`config.mk`:
```
export PLATFORM = sky130hd
export DESIGN_NAME = lbd_collide
export DESIGN_NICKNAME = d
export VERILOG_FILES = /design/src/hw/rtl/lattice_boltzmann_diffusion_1d_top_assert.svh /design/src/hw/rtl/lbd_pkg.sv /design/src/hw/rtl/lbd_collide.sv
export SDC_FILE = /design/constraint.sdc
export NUM_CORES = 2
export LEC_CHECK = 0
export ABC_AREA = 1
export BUFFER_PORTS_ARGS = -buffer_cell sky130_fd_sc_hd__buf_2
export CORE_ASPECT_RATIO = 0.8
export CORE_MARGIN = 2
export CORE_UTILIZATION = 50
export CTS_BUF_LIST = sky130_fd_sc_hd__clkbuf_2 sky130_fd_sc_hd__clkbuf_4 sky130_fd_sc_hd__clkbuf_8
export DETAILED_ROUTE_END_ITERATION = 8
export GPL_TIMING_DRIVEN = 0
export PLACE_DENSITY = 0.74
export SLEW_MARGIN = 40
export SYNTH_ARGS = -nofsm -noshare
export SYNTH_HDL_FRONTEND = slang
export SYNTH_SLANG_ARGS = --single-unit
export TNS_END_PERCENT = 30
```
`constraint.sdc`:
```
create_clock -name clk -period 13.3 [get_ports clk]
set_clock_uncertainty 0.1 [all_clocks]
set_input_delay 0.665 -clock clk [delete_from_list [all_inputs] [get_ports clk]]
set_output_delay 0.665 -clock clk [all_outputs]
set_load 0.01 [all_outputs]
```
`src/hw/rtl/lattice_boltzmann_diffusion_1d_top_assert.svh`:
```
// Assertion macros for the lattice solver top module.
`ifndef LATTICE_BOLTZMANN_DIFFUSION_1D_TOP_ASSERT_SVH
`define LATTICE_BOLTZMANN_DIFFUSION_1D_TOP_ASSERT_SVH

`ifndef NO_ASSERTIONS

`define LBD_ASSERT(name, clk, rst, prop, msg) \
  name: assert property (@(posedge clk) disable iff (rst) prop) else $error(msg);

`define LBD_ASSERT_ALWAYS(name, clk, prop, msg) \
  name: assert property (@(posedge clk) prop) else $error(msg);

`else

`define LBD_ASSERT(name, clk, rst, prop, msg)

`define LBD_ASSERT_ALWAYS(name, clk, prop, msg)

`endif

`endif

```
`src/hw/rtl/lbd_pkg.sv`:
```
package lbd_pkg;

  typedef logic signed [19:0] q_t;

  localparam q_t Q_MAX = 20'sh7FFFF;
  localparam q_t Q_MIN = 20'sh80000;

  localparam int RELAX_W = 17;
  localparam int WALL_W  = 18;

  localparam logic [RELAX_W-1:0]       RELAX_RESET = 17'd87381;
  localparam logic signed [WALL_W-1:0] WALL_RESET  = 18'sd65536;

  // Configuration register indexes.
  localparam logic REG_RELAX = 1'b0;
  localparam logic REG_WALL  = 1'b1;

  // Command codes.
  localparam logic [1:0] CMD_CLEAR = 2'd0;
  localparam logic [1:0] CMD_RUN   = 2'd1;
  localparam logic [1:0] CMD_READ  = 2'd2;

  // One memory word holds everything stored for a node.
  typedef struct packed {
    q_t rho;
    q_t lm;
    q_t rm;
  } node_word_t;

  localparam int WORD_W = $bits(node_word_t);

  // Node position flags issued with each read of a time step.
  typedef struct packed {
    logic valid;
    logic first;
    logic second;
    logic last;
  } issue_t;

  // Collision result for one node.
  typedef struct packed {
    logic valid;
    logic first;
    logic second;
    logic last;
    q_t   rho;
    q_t   rp;
    q_t   lp;
  } coll_t;

  function automatic q_t sat_q(input logic signed [23:0] v);
    q_t r;
    if (v > 24'sd524287) begin
      r = Q_MAX;
    end else if (v < -24'sd524288) begin
      r = Q_MIN;
    end else begin
      r = v[19:0];
    end
    return r;
  endfunction

endpackage

```
`src/hw/rtl/lbd_collide.sv`:
```
module lbd_collide (
  input  logic                               clk,
  input  logic                               rst,
  input  logic [lbd_pkg::RELAX_W-1:0]        relax_rate,
  input  lbd_pkg::issue_t                    issue,
  input  lbd_pkg::node_word_t                rdata,
  output lbd_pkg::coll_t                     coll
);

  // Stage 0 lines the flags up with the memory read data.
  lbd_pkg::issue_t ctl0, ctl1, ctl2, ctl3;

  lbd_pkg::q_t rm1, lm1, rho1;
  lbd_pkg::q_t rm2, lm2, rho2;
  lbd_pkg::q_t rm3, lm3, rho3;
  logic signed [20:0] dr2, dl2;
  logic signed [38:0] pr3, pl3;

  lbd_pkg::q_t        eq;
  logic signed [20:0] dr, dl;
  logic signed [17:0] omega;
  logic signed [38:0] pr, pl;
  logic signed [38:0] tr, tl;

  always_comb begin
    eq    = rho1 >>> 1;
    dr    = 21'(eq) - 21'(rm1);
    dl    = 21'(eq) - 21'(lm1);
    omega = $signed({1'b0, relax_rate});
    pr    = 39'(omega) * 39'(dr2);
    pl    = 39'(omega) * 39'(dl2);
    // Round half up, then floor by the Q16 scale.
    tr    = (pr3 + 39'sd32768) >>> 16;
    tl    = (pl3 + 39'sd32768) >>> 16;
  end

  always_ff @(posedge clk) begin
    if (rst) begin
      ctl0       <= '0;
      ctl1       <= '0;
      ctl2       <= '0;
      ctl3       <= '0;
      coll.valid <= 1'b0;
    end else begin
      ctl0       <= issue;
      ctl1       <= ctl0;
      ctl2       <= ctl1;
      ctl3       <= ctl2;
      coll.valid <= ctl3.valid;
    end
    rm1  <= rdata.rm;
    lm1  <= rdata.lm;
    rho1 <= lbd_pkg::sat_q(24'(rdata.rm) + 24'(rdata.lm));

    rm2  <= rm1;
    lm2  <= lm1;
    rho2 <= rho1;
    dr2  <= dr;
    dl2  <= dl;

    rm3  <= rm2;
    lm3  <= lm2;
    rho3 <= rho2;
    pr3  <= pr;
    pl3  <= pl;

    coll.first  <= ctl3.first;
    coll.second <= ctl3.second;
    coll.last   <= ctl3.last;
    coll.rho    <= rho3;
    coll.rp     <= lbd_pkg::sat_q(24'(rm3) + 24'($signed(tr[22:0])));
    coll.lp     <= lbd_pkg::sat_q(24'(lm3) + 24'($signed(tl[22:0])));
  end

endmodule

```
==> flow_summary.toml <==
[synth]
synth_cells = 5314
synth_flop_cell = "dfxtp_1"
synth_cell_types = 55
synth_nets = 6404
synth_largest_area_cell = "fa_1"
seq_area_frac_synth_pct = 16.7
synth.avg_cell_area_um2 = 7.91
yosys-top-cells-count = "1456 x inv_1, 1325 x nand2_1, 713 x fa_1"
synth_area_leaders = "fa_1 34%, dfxtp_1 17%, inv_1 13%, nand2_1 12%, ha_1 8.8%"
synthArstFlopShare_pct = 0
synth.top_cell.area_share_pct = 34.0
synth_edf_count = 0
synth-seq-cells = 350
synth_area_um2 = 42000
yosysWarnings = 0
synth_most_common_cell = "inv_1"

[place]
globalplace.congestion = 1.02
portBuffers = 108
dp_hpwl_mm = 101
pre_cts_ws_ns = 5.56

[detailed_routing]
firstDrtPassIters = 6
drt-initial-drc-count = 3528
wirelength_mm = 121
antenna_left = 0
wl_per_cell_um = 18.2
viasPerCell = 5.16
drc = 0
dr_total_vias = 34220

[sta]
setup_violations = 0
slew_headroom_pct = 35.3
rsz0062_at_grt = "no"
finalCriticalPeriod_ns = 7.48
tightestPinTransition_ns = 0.971
fin_ws_ns = 5.82
slew_violations = 0
setup_tns_ns = 0
hold_viol = 0
hold_ws_ns = 0.0783
fmax_mhz = 134
finalCritPeriodShare_pct = 56.2

[job]
cap_violations = 0

[floorplanning]
fp.dieH_um = 263
initial_core_util_pct = 50.3
coreArea_um2 = 83600
fp.dieW_um = 328
rows = 95
boundaryPins = 147
die_area_um2 = 86400

[cts]
numCtsBuffers = 49
clk_pin_slew_ns = 0.07
htreeDepth = 2
cts_sinks = 350
post_cts_buffers = 0
hold_buffers = 0
clockBufferDepth = 3
clk_latency_ns = 0.61
cts_tree = "built"
cts-root-buf = "clkbuf_8"
cts_resized = 0

[setup_path]
crit_end = "pr3[17]$_DFF_P_"
critical_path_required_ns = 13.62
r2r.worst_path.cells = 18
cpMostUsedCell = "fa_1"
cp_num_buf_inv = 5
critPathMaxStageDelay_ns = 0.65
crit_cells = 18
crit_chain = "clkbuf_1 -> clkbuf_1 -> nand2_1 -> fa_1 -> inv_1 -> fa_1 -> inv_1 -> fa_1 -> inv_1 -> fa_1 -> fa_1 -> fa_1 -> ha_1 -> nand2_1 -> nor4_1 -> o21ai_0 -> nand2_1 -> xor2_1"
crit_family = "adder cells"
r2r_end = "pr3[17]$_DFF_P_"
path_max_fanout = 10
r2r_slack_ns = 5.82
arrival_ns = 7.80
cpMaxStageDelayCell = "clkbuf_1"
setup.worst_path.end_class = "flip-flop"
timing.rr.start = "dr2[7]$_DFF_P_"
critical_path_class = "reg2reg"
crit_path_start_kind = "flip-flop"
startpoint = "dr2[7]$_DFF_P_"

[cells_and_area]
area_growth_pct = 7.42
layout-drive-gt1-share_pct = 4.94
regArea_um2 = 7010
multiInputGateArea_um2 = 28800
num-nets-final = 6565
fillCellCount = 7862
post-route-util_pct = 54.0

[grt]
gr-total-overflow = 0
grt_antenna_before_repair = 9
grt_pass1_vias = 34828
grt_max_degree = 14
grt_pass1_wl_mm = 190
grt.total_usage_pct = 28.5

[min_path]
hold_class = "in2reg"

[run_status]
status = "finished, final reports clean"
==> through the flow <==
| step | area (um2) | std cells |
|---|---|---|
| 2_1_floorplan | 42000 | 5314 |
| 3_3_place_gp | 43900 | 6537 |
| 3_5_place_dp | 44000 | 6538 |
| 4_1_cts | 45100 | 6625 |
| 5_1_grt | 45100 | 6627 |
| 6_report | 45100 | 6631 |
==> metal layers <==
metal,GRT usage (%),part of all wire [%]
met4,8.83,3.3
met2,40.9,41
met5,0,0.028
met3,9.72,14
met1,40.4,42
==> worst reg2reg max path: stages, from the launching register on <==
cell      delay [ns]
dfxtp_1         0.32
clkbuf_1        0.55
clkbuf_1        0.67
nand2_1         0.21
fa_1            0.57
inv_1           0.05
fa_1            0.49
inv_1           0.06
fa_1            0.54
inv_1           0.06
fa_1            0.48
fa_1            0.57
fa_1            0.45
ha_1            0.41
nand2_1         0.17
nor4_1          0.52
o21ai_0         0.30
nand2_1         0.24
xor2_1          0.55
==> layout make-up <==
class | instances | share of cell area, %
clock inverter | 20 | 0.629
buffer | 174 | 1.62
clock buffer | 67 | 1.88
antenna | 5 | 0.0277
tap | 1115 | 3.09
sequential | 350 | 15.5
multi-input combinational | 3327 | 63.8
timing repair buffer | 110 | 1.24
inverter | 1463 | 12.2
==> cells in the final DEF, fill, tap and decap left out, types with 5 or more instances in the layout <==
| cell | count |
|---|---|
| o211ai_1 | 9 |
| inv_2 | 7 |
| clkbuf_2 | 15 |
| a21oi_1 | 171 |
| xor2_1 | 117 |
| diode_2 | 5 |
| nor4_1 | 10 |
| o21a_1 | 6 |
| a21boi_0 | 7 |
| clkbuf_4 | 12 |
| o21ai_0 | 93 |
| bufinv_16 | 6 |
| clkinv_2 | 5 |
| inv_1 | 1456 |
| a21o_1 | 17 |
| nand2_2 | 16 |
| xnor2_1 | 61 |
| a31oi_1 | 30 |
| nor3_2 | 6 |
| nand3_1 | 99 |
| clkbuf_1 | 151 |
| nor2_1 | 214 |
| dfxtp_1 | 350 |
| nand4_1 | 41 |
| buf_2 | 108 |
| fa_1 | 713 |
| nor2_2 | 5 |
| a211oi_1 | 5 |
| nand2_1 | 1325 |
| buf_6 | 6 |
| and3_1 | 5 |
| ha_1 | 294 |
| nor3_1 | 23 |
| o21bai_1 | 21 |
| clkbuf_8 | 55 |
==> how the worst min path moves through the flow <==
stage,from,to,depth (start not counted)
after floorplan,rho3[0]$_DFF_P_,coll[40]$_DFF_P_,0
after global placement,rho2[18]$_DFF_P_,rho3[18]$_DFF_P_,0
after detailed placement,rho3[11]$_DFF_P_,coll[51]$_DFF_P_,0
after CTS,rdata[11],rm1[11]$_DFF_P_,1
after global routing,rdata[32],lm1[12]$_DFF_P_,1
final,rdata[11],rm1[11]$_DFF_P_,1
==> kinds of logic after synthesis <==
family | count (synthesis) | synth area share [%]
xor gates and xnor gates | 179 | 3.75
AOI/OAI and AO/OA | 377 | 5.15
adders and majority gates | 1007 | 42.7
DFF | 350 | 16.7
buffers and inverters | 1637 | 14.8
and+or+nand+nor | 1764 | 16.9
==> flip-flops by register name, summed over array words and instances (netlist names), 21 cells and up <==
signal and count:
dl2 21, pr3 24, coll 64, pl3 24, dr2 21
Power is not shown: default switching activity piles up to over one toggle a cycle in this logic, so the estimate is an artifact.
