File: src/hw/rtl/lattice_boltzmann_diffusion_1d_top_assert.svh
// Assertion macros for the lattice solver top module.
`ifndef LATTICE_BOLTZMANN_DIFFUSION_1D_TOP_ASSERT_SVH
`define LATTICE_BOLTZMANN_DIFFUSION_1D_TOP_ASSERT_SVH

`ifndef NO_ASSERTIONS

`define LBD_ASSERT(name, clk, rst, prop, msg) \
  name: assert property (@(posedge clk) disable iff (rst) prop) else $error(msg);

`define LBD_ASSERT_ALWAYS(name, clk, prop, msg) \
  name: assert property (@(posedge clk) prop) else $error(msg);

`else

`define LBD_ASSERT(name, clk, rst, prop, msg)

`define LBD_ASSERT_ALWAYS(name, clk, prop, msg)

`endif

`endif

File: src/hw/rtl/lbd_pkg.sv
package lbd_pkg;

  typedef logic signed [19:0] q_t;

  localparam q_t Q_MAX = 20'sh7FFFF;
  localparam q_t Q_MIN = 20'sh80000;

  localparam int RELAX_W = 17;
  localparam int WALL_W  = 18;

  localparam logic [RELAX_W-1:0]       RELAX_RESET = 17'd87381;
  localparam logic signed [WALL_W-1:0] WALL_RESET  = 18'sd65536;

  // Configuration register indexes.
  localparam logic REG_RELAX = 1'b0;
  localparam logic REG_WALL  = 1'b1;

  // Command codes.
  localparam logic [1:0] CMD_CLEAR = 2'd0;
  localparam logic [1:0] CMD_RUN   = 2'd1;
  localparam logic [1:0] CMD_READ  = 2'd2;

  // One memory word holds everything stored for a node.
  typedef struct packed {
    q_t rho;
    q_t lm;
    q_t rm;
  } node_word_t;

  localparam int WORD_W = $bits(node_word_t);

  // Node position flags issued with each read of a time step.
  typedef struct packed {
    logic valid;
    logic first;
    logic second;
    logic last;
  } issue_t;

  // Collision result for one node.
  typedef struct packed {
    logic valid;
    logic first;
    logic second;
    logic last;
    q_t   rho;
    q_t   rp;
    q_t   lp;
  } coll_t;

  function automatic q_t sat_q(input logic signed [23:0] v);
    q_t r;
    if (v > 24'sd524287) begin
      r = Q_MAX;
    end else if (v < -24'sd524288) begin
      r = Q_MIN;
    end else begin
      r = v[19:0];
    end
    return r;
  endfunction

endpackage

File: src/hw/rtl/lbd_stream.sv
module lbd_stream #(
  parameter int NODES = 128
) (
  input  logic                               clk,
  input  logic                               rst,
  input  logic signed [lbd_pkg::WALL_W-1:0]  wall_value,
  input  lbd_pkg::coll_t                     coll,
  output logic                               we,
  output logic [$clog2(NODES)-1:0]           waddr,
  output lbd_pkg::node_word_t                wdata,
  output logic                               step_done
);

  localparam int AW = $clog2(NODES);

  // A node's word is written once the node to its right has collided,
  // because its new left mover comes from there.
  lbd_pkg::q_t prev_rp, prev2_rp, prev_lp, prev_rho;
  logic [AW-1:0]       wcnt;
  logic                tail_pend;
  lbd_pkg::node_word_t tail_word;

  lbd_pkg::q_t new_r, new_l;

  always_comb begin
    new_l = coll.last ? prev_lp : coll.lp;
    if (coll.second) begin
      new_r = lbd_pkg::sat_q(24'(wall_value) - 24'(coll.lp));
    end else begin
      new_r = prev2_rp;
    end
    we        = tail_pend || (coll.valid && !coll.first);
    waddr     = wcnt;
    wdata     = tail_pend ? tail_word : '{rho: prev_rho, lm: new_l, rm: new_r};
    step_done = tail_pend;
  end

  always_ff @(posedge clk) begin
    if (rst) begin
      tail_pend <= 1'b0;
      wcnt      <= '0;
    end else begin
      tail_pend <= coll.valid && coll.last;
      if (coll.valid && coll.first) begin
        wcnt <= '0;
      end else if (we) begin
        wcnt <= wcnt + AW'(1);
      end
    end
    if (coll.valid) begin
      prev2_rp <= prev_rp;
      prev_rp  <= coll.rp;
      prev_lp  <= coll.lp;
      prev_rho <= coll.rho;
      if (coll.last) begin
        // The right edge copies its neighbor after streaming.
        tail_word <= '{rho: coll.rho, lm: prev_lp, rm: prev2_rp};
      end
    end
  end

endmodule
File: config.mk
export PLATFORM = sky130hd
export DESIGN_NAME = lbd_stream
export DESIGN_NICKNAME = d
export VERILOG_FILES = /design/src/hw/rtl/lattice_boltzmann_diffusion_1d_top_assert.svh /design/src/hw/rtl/lbd_pkg.sv /design/src/hw/rtl/lbd_stream.sv
export SDC_FILE = /design/constraint.sdc
export NUM_CORES = 1
export LEC_CHECK = 0
export BUFFER_PORTS_ARGS = -buffer_cell sky130_fd_sc_hd__buf_2
export CELL_PAD_IN_SITES_DETAIL_PLACEMENT = 1
export CELL_PAD_IN_SITES_GLOBAL_PLACEMENT = 2
export CORE_AREA = 3 3 142 144
export CTS_CLUSTER_DIAMETER = 80
export DETAILED_ROUTE_END_ITERATION = 10
export DIE_AREA = 0 0 145 147
export GPL_ROUTABILITY_DRIVEN = 0
export PLACE_DENSITY = 0.81
export SYNTH_ARGS = -nofsm -noshare
export SYNTH_HDL_FRONTEND = slang
export SYNTH_SLANG_ARGS = --single-unit
File: constraint.sdc
create_clock -name clk -period 4.75 [get_ports clk]
set_clock_uncertainty 0.1 [all_clocks]
set_input_delay 0.95 -clock clk [delete_from_list [all_inputs] [get_ports clk]]
set_output_delay 0.95 -clock clk [all_outputs]
set_load 0.03 [all_outputs]
==> flow_metrics.py, run 1 <==
metrics = {
    "worst_hold_path": {
        "min_path_cells": 0,
        "min-delay-start": "prev_rp[10]$_DFFE_PP_",
        "hp-class": "reg2reg",
        "hold_end": "prev2_rp[10]$_DFFE_PP_",
    },
    "global_route": {
        "grt_max_degree": 53,
        "antenna_found_initial": 2,
        "gr-total-overflow": 0,
        "grt_pass1_wl_um": 27300,
        "grt_pass1_vias": 4985,
        "grt_use_total_pct": 16.2,
    },
    "critical_path": {
        "critical_path_class": "in2out",
        "crit_path_end_kind": "output pin",
        "arrival_ns": 3.57,
        "cp-start-kind": "input port",
        "r2r_start": "step_done$_SDFF_PP0_",
        "r2r-end": "waddr[6]$_SDFFE_PP0P_",
        "critPathMaxFanout": 19,
        "r2r_slack_ns": 2.43,
        "rr_worst_depth": 5,
        "crit_required_ns": 3.70,
    },
    "synth": {
        "synthCells": 501,
        "synth.avg_cell_area_um2": 13.5,
        "yosysMostFrequentCell": "edfxtp_1",
        "yosys_most_used_dff": "edfxtp_1",
        "yosys_warnings": 0,
        "yosysSeqAreaShare_pct": 64.4,
        "syn-num-nets": 607,
        "synth_top_area_share_pct": 62.0,
        "synth_largest_area_cell": "edfxtp_1",
        "synth-edff-count": 140,
        "synthTopCellsByArea": "edfxtp_1, ha_1, mux2_2, mux2i_1, dfxtp_1",
        "synthArstFlopShare_pct": 0,
        "ys_top_cells_by_count": "edfxtp_1, nand2_1, inv_1",
        "syn_area_um2": 6780,
        "ys_seq_elements": 148,
        "synth_cell_types": 49,
    },
    "cells_and_area": {
        "layout.cells.non_filler": 938,
        "syn_to_final_growth_pct": 25.4,
        "final_cell_area_um2": 8500,
        "fillCellCount": 2020,
        "drive_gt1_share_pct": 36.5,
        "nets": 770,
        "fin_util_pct": 45.2,
    },
    "placed_design": {
        "port-buffer-count": 152,
        "place_hpwl_um": 12700,
        "dp.cells": 904,
        "placed_cell_area_um2": 7870,
    },
    "timing": {
        "relSlewSlack_pct": 48.8,
        "hold_viol_final": 0,
        "finalHoldWorstSlack_ns": 0.320,
        "final-setup-viol-count": 0,
        "fmax_mhz": 216,
        "fin_crit_sh_pct": 97.4,
        "fin_tns_setup_ns": 0,
        "worstMarginPinSlew_ns": 0.769,
        "final_max_slew_viol_count": 0,
        "rsz0062_at_grt": "yes",
        "min_period_ns": 4.62,
    },
    "floorplanning": {
        "row_count": 50,
        "die-area_um2": 21300,
        "placeableCoreArea_um2": 18800,
        "io_pins": 153,
        "chipWidth_um": 145,
        "start_util_pct": 36.0,
        "chipHeight_um": 147,
    },
    "pwr": {
        "total_leakage_power_nw": 3.42,
        "ir_drop_mv": 0.251,
        "pwr_density_cell_nw_per_um2": 416,
    },
    "clock_network": {
        "ctsHoldBuffers": 0,
        "cts_tree": "done",
        "htreeDepth": 4,
        "cts_buffer_depth": 2,
        "clk_latency_ns": 0.42,
        "cts_buffers": 17,
        "cts_sinks": 148,
        "clockRootBuffer": "clkbuf_16",
        "clk_pin_slew_ns": 0.06,
    },
    "run_status": {
        "outcome": "finished, final reports clean",
    },
    "drt": {
        "num_vias": 4597,
        "first_pass_iters": 4,
        "ant_nets": 0,
        "via_per_inst": 4.90,
        "drc": 0,
        "drt_wl_total_um": 17200,
        "drt_iter0_markers": 185,
        "wl_per_cell_um": 18.3,
    },
    "flow_run": {
        "max_cap_violations": 0,
    },
}
registers in the layout (all words and copies together) (netlist names):
| signal | flops |
|---|---|
| waddr | 7 |
| prev_rho | 20 |
| step_done | 1 |
| prev_rp | 20 |
| prev_lp | 20 |
| tail_word | 60 |
| prev2_rp | 20 |
cells in the final DEF, fill, tap and decap left out, drive strengths merged, types with 2 or more instances in the layout:
master / netlist / routed
or3: 2 / 2
a21oi: 37 / 37
nand2b: 6 / 6
and4: 2 / 2
o211ai: 2 / 2
and2: 3 / 3
a21o: 10 / 10
clkinv: 0 / 8
inv: 32 / 35
mux2i: 22 / 22
nand4: 2 / 2
bufinv: 0 / 3
clkbuf: 12 / 19
and3: 3 / 3
nor2b: 3 / 3
a31oi: 5 / 5
dfxtp: 8 / 8
ha: 21 / 21
o22ai: 21 / 21
buf: 5 / 159
mux2: 20 / 20
nand3: 11 / 11
nor3: 5 / 5
xnor2: 11 / 11
edfxtp: 140 / 140
nand2: 44 / 44
xor2: 6 / 6
a211oi: 3 / 3
o21ai: 31 / 31
o31ai: 4 / 4
o21a: 4 / 4
nor2: 15 / 15
per-stage QoR:
| stage | setup WS (ns) | power, mW |
|---|---|---|
| after floorplan | 0.321 | 1.98 |
| after global placement | 0.189 | 2.17 |
| after detailed placement | 0.0712 | 2.19 |
| after CTS | 0.0116 | 3.58 |
| after global routing | -0.0243 | 3.69 |
| final | 0.125 | 3.54 |
worst max-delay path, cell delays in order:
cell	delay [ns]
buf_2	0.12
ha_1	0.21
fa_1	0.39
nand2b_1	0.19
a21o_1	0.20
a21oi_2	0.16
nor2_1	0.10
o31ai_4	0.28
a21oi_1	0.14
o211a_1	0.28
buf_12	0.17
a21oi_1	0.16
clkbuf_4	0.21
what timing repair did:
| action | in CTS | in global routing |
|---|---|---|
| setup endpoints to repair | 0 | 10 |
| buffers inserted | 0 | 0 |
| gates resized for setup | 0 | 10 |
kinds of logic after synthesis:
kind of cell               share of synthesized area [%]
xor gates and xnor gates                            2.20
AOI/OAI and AO/OA                                   12.7
adders and majority gates                           4.17
and+or+nand+nor                                     6.92
muxes                                               6.57
DFF                                                 64.4
buffers and inverters                               3.06
how the worst max path moves through the flow:
stage               cells past startpoint        to     startpoint  slack, ns
global placement                       14  wdata[5]  wall_value[0]       0.19
floorplan                              12  wdata[0]  wall_value[0]       0.32
detailed placement                     13  wdata[4]        coll[0]       0.07
finish                                 13  wdata[2]        coll[0]       0.13
CTS                                    13  wdata[5]        coll[0]       0.01
global route                           13  wdata[2]        coll[0]      -0.02
per-layer routing:
metal	routed length (um)	up-vias	track usage [%]	part of all wire (%)
met5	13	-	0	0.076
met4	402	2	6.37	2.3
met2	8630	118	27.8	50
met3	728	28	3.76	4.2
li1	-	2216	-	-
met1	7400	2233	20.0	43
final cells by class:
cell class	count	area (um^2)	area share, %
diodes	1	2.50	0.0294
clock buffers	17	425	5.00
clock inverters	15	178	2.09
inverters	32	120	1.41
multi-input cells	304	2220	26.1
flip-flops and latches	148	4370	51.3
well taps	260	325	3.83
repair buffers	161	867	10.2
power breakdown:
part           internal, mW  switching, mW  total, mW  leakage (nW)
logic                 0.212          0.400      0.612          1.71
registers              1.52         0.0292       1.55          1.41
clock network         0.829          0.545       1.37         0.295
Power figures use the tool's default switching activity.
==> run 2, diff against run 1 <==
--- a/config.mk
+++ b/config.mk
@@ -8,12 +8,12 @@
 export BUFFER_PORTS_ARGS = -buffer_cell sky130_fd_sc_hd__buf_2
 export CELL_PAD_IN_SITES_DETAIL_PLACEMENT = 1
 export CELL_PAD_IN_SITES_GLOBAL_PLACEMENT = 2
-export CORE_AREA = 3 3 142 144
+export CORE_AREA = 3 3 136 138
 export CTS_CLUSTER_DIAMETER = 80
 export DETAILED_ROUTE_END_ITERATION = 10
-export DIE_AREA = 0 0 145 147
+export DIE_AREA = 0 0 139 141
 export GPL_ROUTABILITY_DRIVEN = 0
-export PLACE_DENSITY = 0.81
+export PLACE_DENSITY_LB_ADDON = 0.15
 export SYNTH_ARGS = -nofsm -noshare
 export SYNTH_HDL_FRONTEND = slang
 export SYNTH_SLANG_ARGS = --single-unit
==> constraint.sdc (replaced) <==
create_clock -name clk -period 5.79 [get_ports clk]
set_clock_uncertainty 0.1 [all_clocks]
set_input_delay 1.158 -clock clk [delete_from_list [all_inputs] [get_ports clk]]
set_output_delay 1.158 -clock clk [all_outputs]
set_load 0.03 [all_outputs]
==> flow_metrics.py, run 2 (synthesis gave the netlist of run 1 again) <==
metrics = {
    "clock_network": {
        "cts_buffers": 17,
        "cts_buffer_depth": 2,
        "htreeDepth": 4,
        "clk_latency_ns": 0.42,
        "post_cts_resized": 0,
        "ctsHoldBuffers": 0,
        "cts_tree": "done",
        "clockRootBuffer": "clkbuf_16",
        "cts_sinks": 148,
        "cts_setup_buffers": 0,
        "clk_pin_slew_ns": 0.06,
    },
    "critical_path": {
        "arrival_ns": 4.19,
        "critical_path_class": "in2out",
        "max_stage_delay_ns": 0.60,
        "crit_path_top_delay_cell": "o211a_1",
        "critPathMaxFanout": 19,
        "crit_required_ns": 4.53,
        "crit_path_end_kind": "output pin",
        "crit_path_cell_trace": "buf_2 > inv_1 > ha_1 > fa_1 > nand2b_1 > a21o_1 > a21oi_2 > nor2_1 > o31ai_4 > a21oi_1 > o211a_1 > a21oi_1 > buf_2",
        "cp-start-kind": "input port",
    },
    "cells_and_area": {
        "fillCellCount": 1859,
        "final_common_cell": "buf_2",
        "regMostFlops": "tail_word",
        "layout_common_cells": "buf_2, edfxtp_1, nand2_1, inv_1, o21ai_0",
        "syn_to_final_growth_pct": 23.6,
        "nets": 766,
        "drive_gt1_share_pct": 35.4,
        "largest_register_ffs": 60,
    },
    "pwr": {
        "ir_drop_mv": 0.204,
        "total_leakage_power_nw": 3.38,
        "pwr_density_cell_nw_per_um2": 345,
    },
    "run_status": {
        "outcome": "finished, final reports clean",
    },
    "floorplanning": {
        "row_count": 48,
        "placeableCoreArea_um2": 17300,
        "start_util_pct": 39.2,
        "die-area_um2": 19600,
        "io_pins": 153,
        "chipHeight_um": 141,
        "chipWidth_um": 139,
    },
    "global_route": {
        "grt_use_total_pct": 17.4,
        "grt_max_degree": 65,
        "grt_pass1_vias": 4958,
        "antenna_found_initial": 2,
        "gr-total-overflow": 0,
        "grt_pass1_wl_um": 26800,
    },
    "timing": {
        "finalHoldWorstSlack_ns": 0.320,
        "relSlewSlack_pct": 33.3,
        "fin_crit_sh_pct": 94.1,
        "worstMarginPinSlew_ns": 1.00,
        "fin_tns_setup_ns": 0,
        "final_max_slew_viol_count": 0,
        "fmax_mhz": 183,
        "rsz0062_at_grt": "no",
        "min_period_ns": 5.45,
        "final-setup-viol-count": 0,
        "hold_viol_final": 0,
    },
    "placed_design": {
        "port-buffer-count": 152,
        "place_hpwl_um": 12100,
    },
    "drt": {
        "drt_iter0_markers": 205,
        "ant_nets": 0,
        "num_vias": 4605,
        "drt_wl_total_um": 16800,
        "wl_per_cell_um": 18.7,
        "first_pass_iters": 4,
        "via_per_inst": 5.13,
        "drc": 0,
    },
    "worst_hold_path": {
        "hp-class": "reg2reg",
    },
    "flow_run": {
        "max_cap_violations": 0,
    },
}
==> run 2: changes by cell type in the layout (fill, tap and decap cells not counted), moves of 2 or more <==
cell	before	now
buf_2	148	151
clkinv_2	3	0
buf_4	8	6
a21oi_1	20	23
clkbuf_4	2	0
buf_12	2	0
a21oi_2	17	14
==> run 2: final cells by class <==
cell class	instances	area [um^2]	share of cell area (%)
sequential	148	4370	52.1
multi-input combinational	304	2210	26.4
timing repair buffer	157	801	9.55
clock buffer	17	425	5.08
tap	225	282	3.36
clock inverter	14	176	2.10
inverter	32	120	1.43
antenna	1	2.50	0.0299
==> run 2: critical path, delay by kind of cell <==
family	cells	cell delay, ns
compound gates	6	1.76
simple gates	2	0.31
fa+ha+maj	2	0.61
buf+inv	3	0.35
==> run 2: metrics by stage <==
stage	power, mW	cell area, um^2	cells	utilization, %	worst slack, ns
floorplan	1.62	6780	501	-	0.945
global placement	1.78	7780	866	45.0	0.477
detailed placement	1.79	7780	866	45.0	0.370
CTS	2.93	8380	897	48.4	0.354
global route	3.02	8380	898	48.5	0.171
finish	2.89	8380	898	48.5	0.340
==> run 2: power breakdown <==
part           internal [mW]  switching (mW)
combinational          0.164           0.330
sequential              1.25          0.0221
clock                  0.681           0.448
==> run 2: path summary, 6_finish.rpt <==
check / start / cells past startpoint / slack, ns / end
setup / recovery: wall_value[0] / 13 / 0.34 / wdata[3]
hold / removal: prev_rp[3]$_DFFE_PP_ / 0 / 0.32 / prev2_rp[3]$_DFFE_PP_
setup reg to reg: step_done$_SDFF_PP0_ / 6 / 3.73 / waddr[5]$_SDFFE_PP0P_
hold reg to reg: prev_rp[3]$_DFFE_PP_ / 0 / 0.32 / prev2_rp[3]$_DFFE_PP_
==> run 2: per-layer routing <==
metal	wire length, um	track usage [%]	up-vias
met3	757	4.85	17
met2	8130	28.6	99
met1	7700	22.6	2275
met4	200	5.41	2
met5	13	0	-
li1	-	-	2212
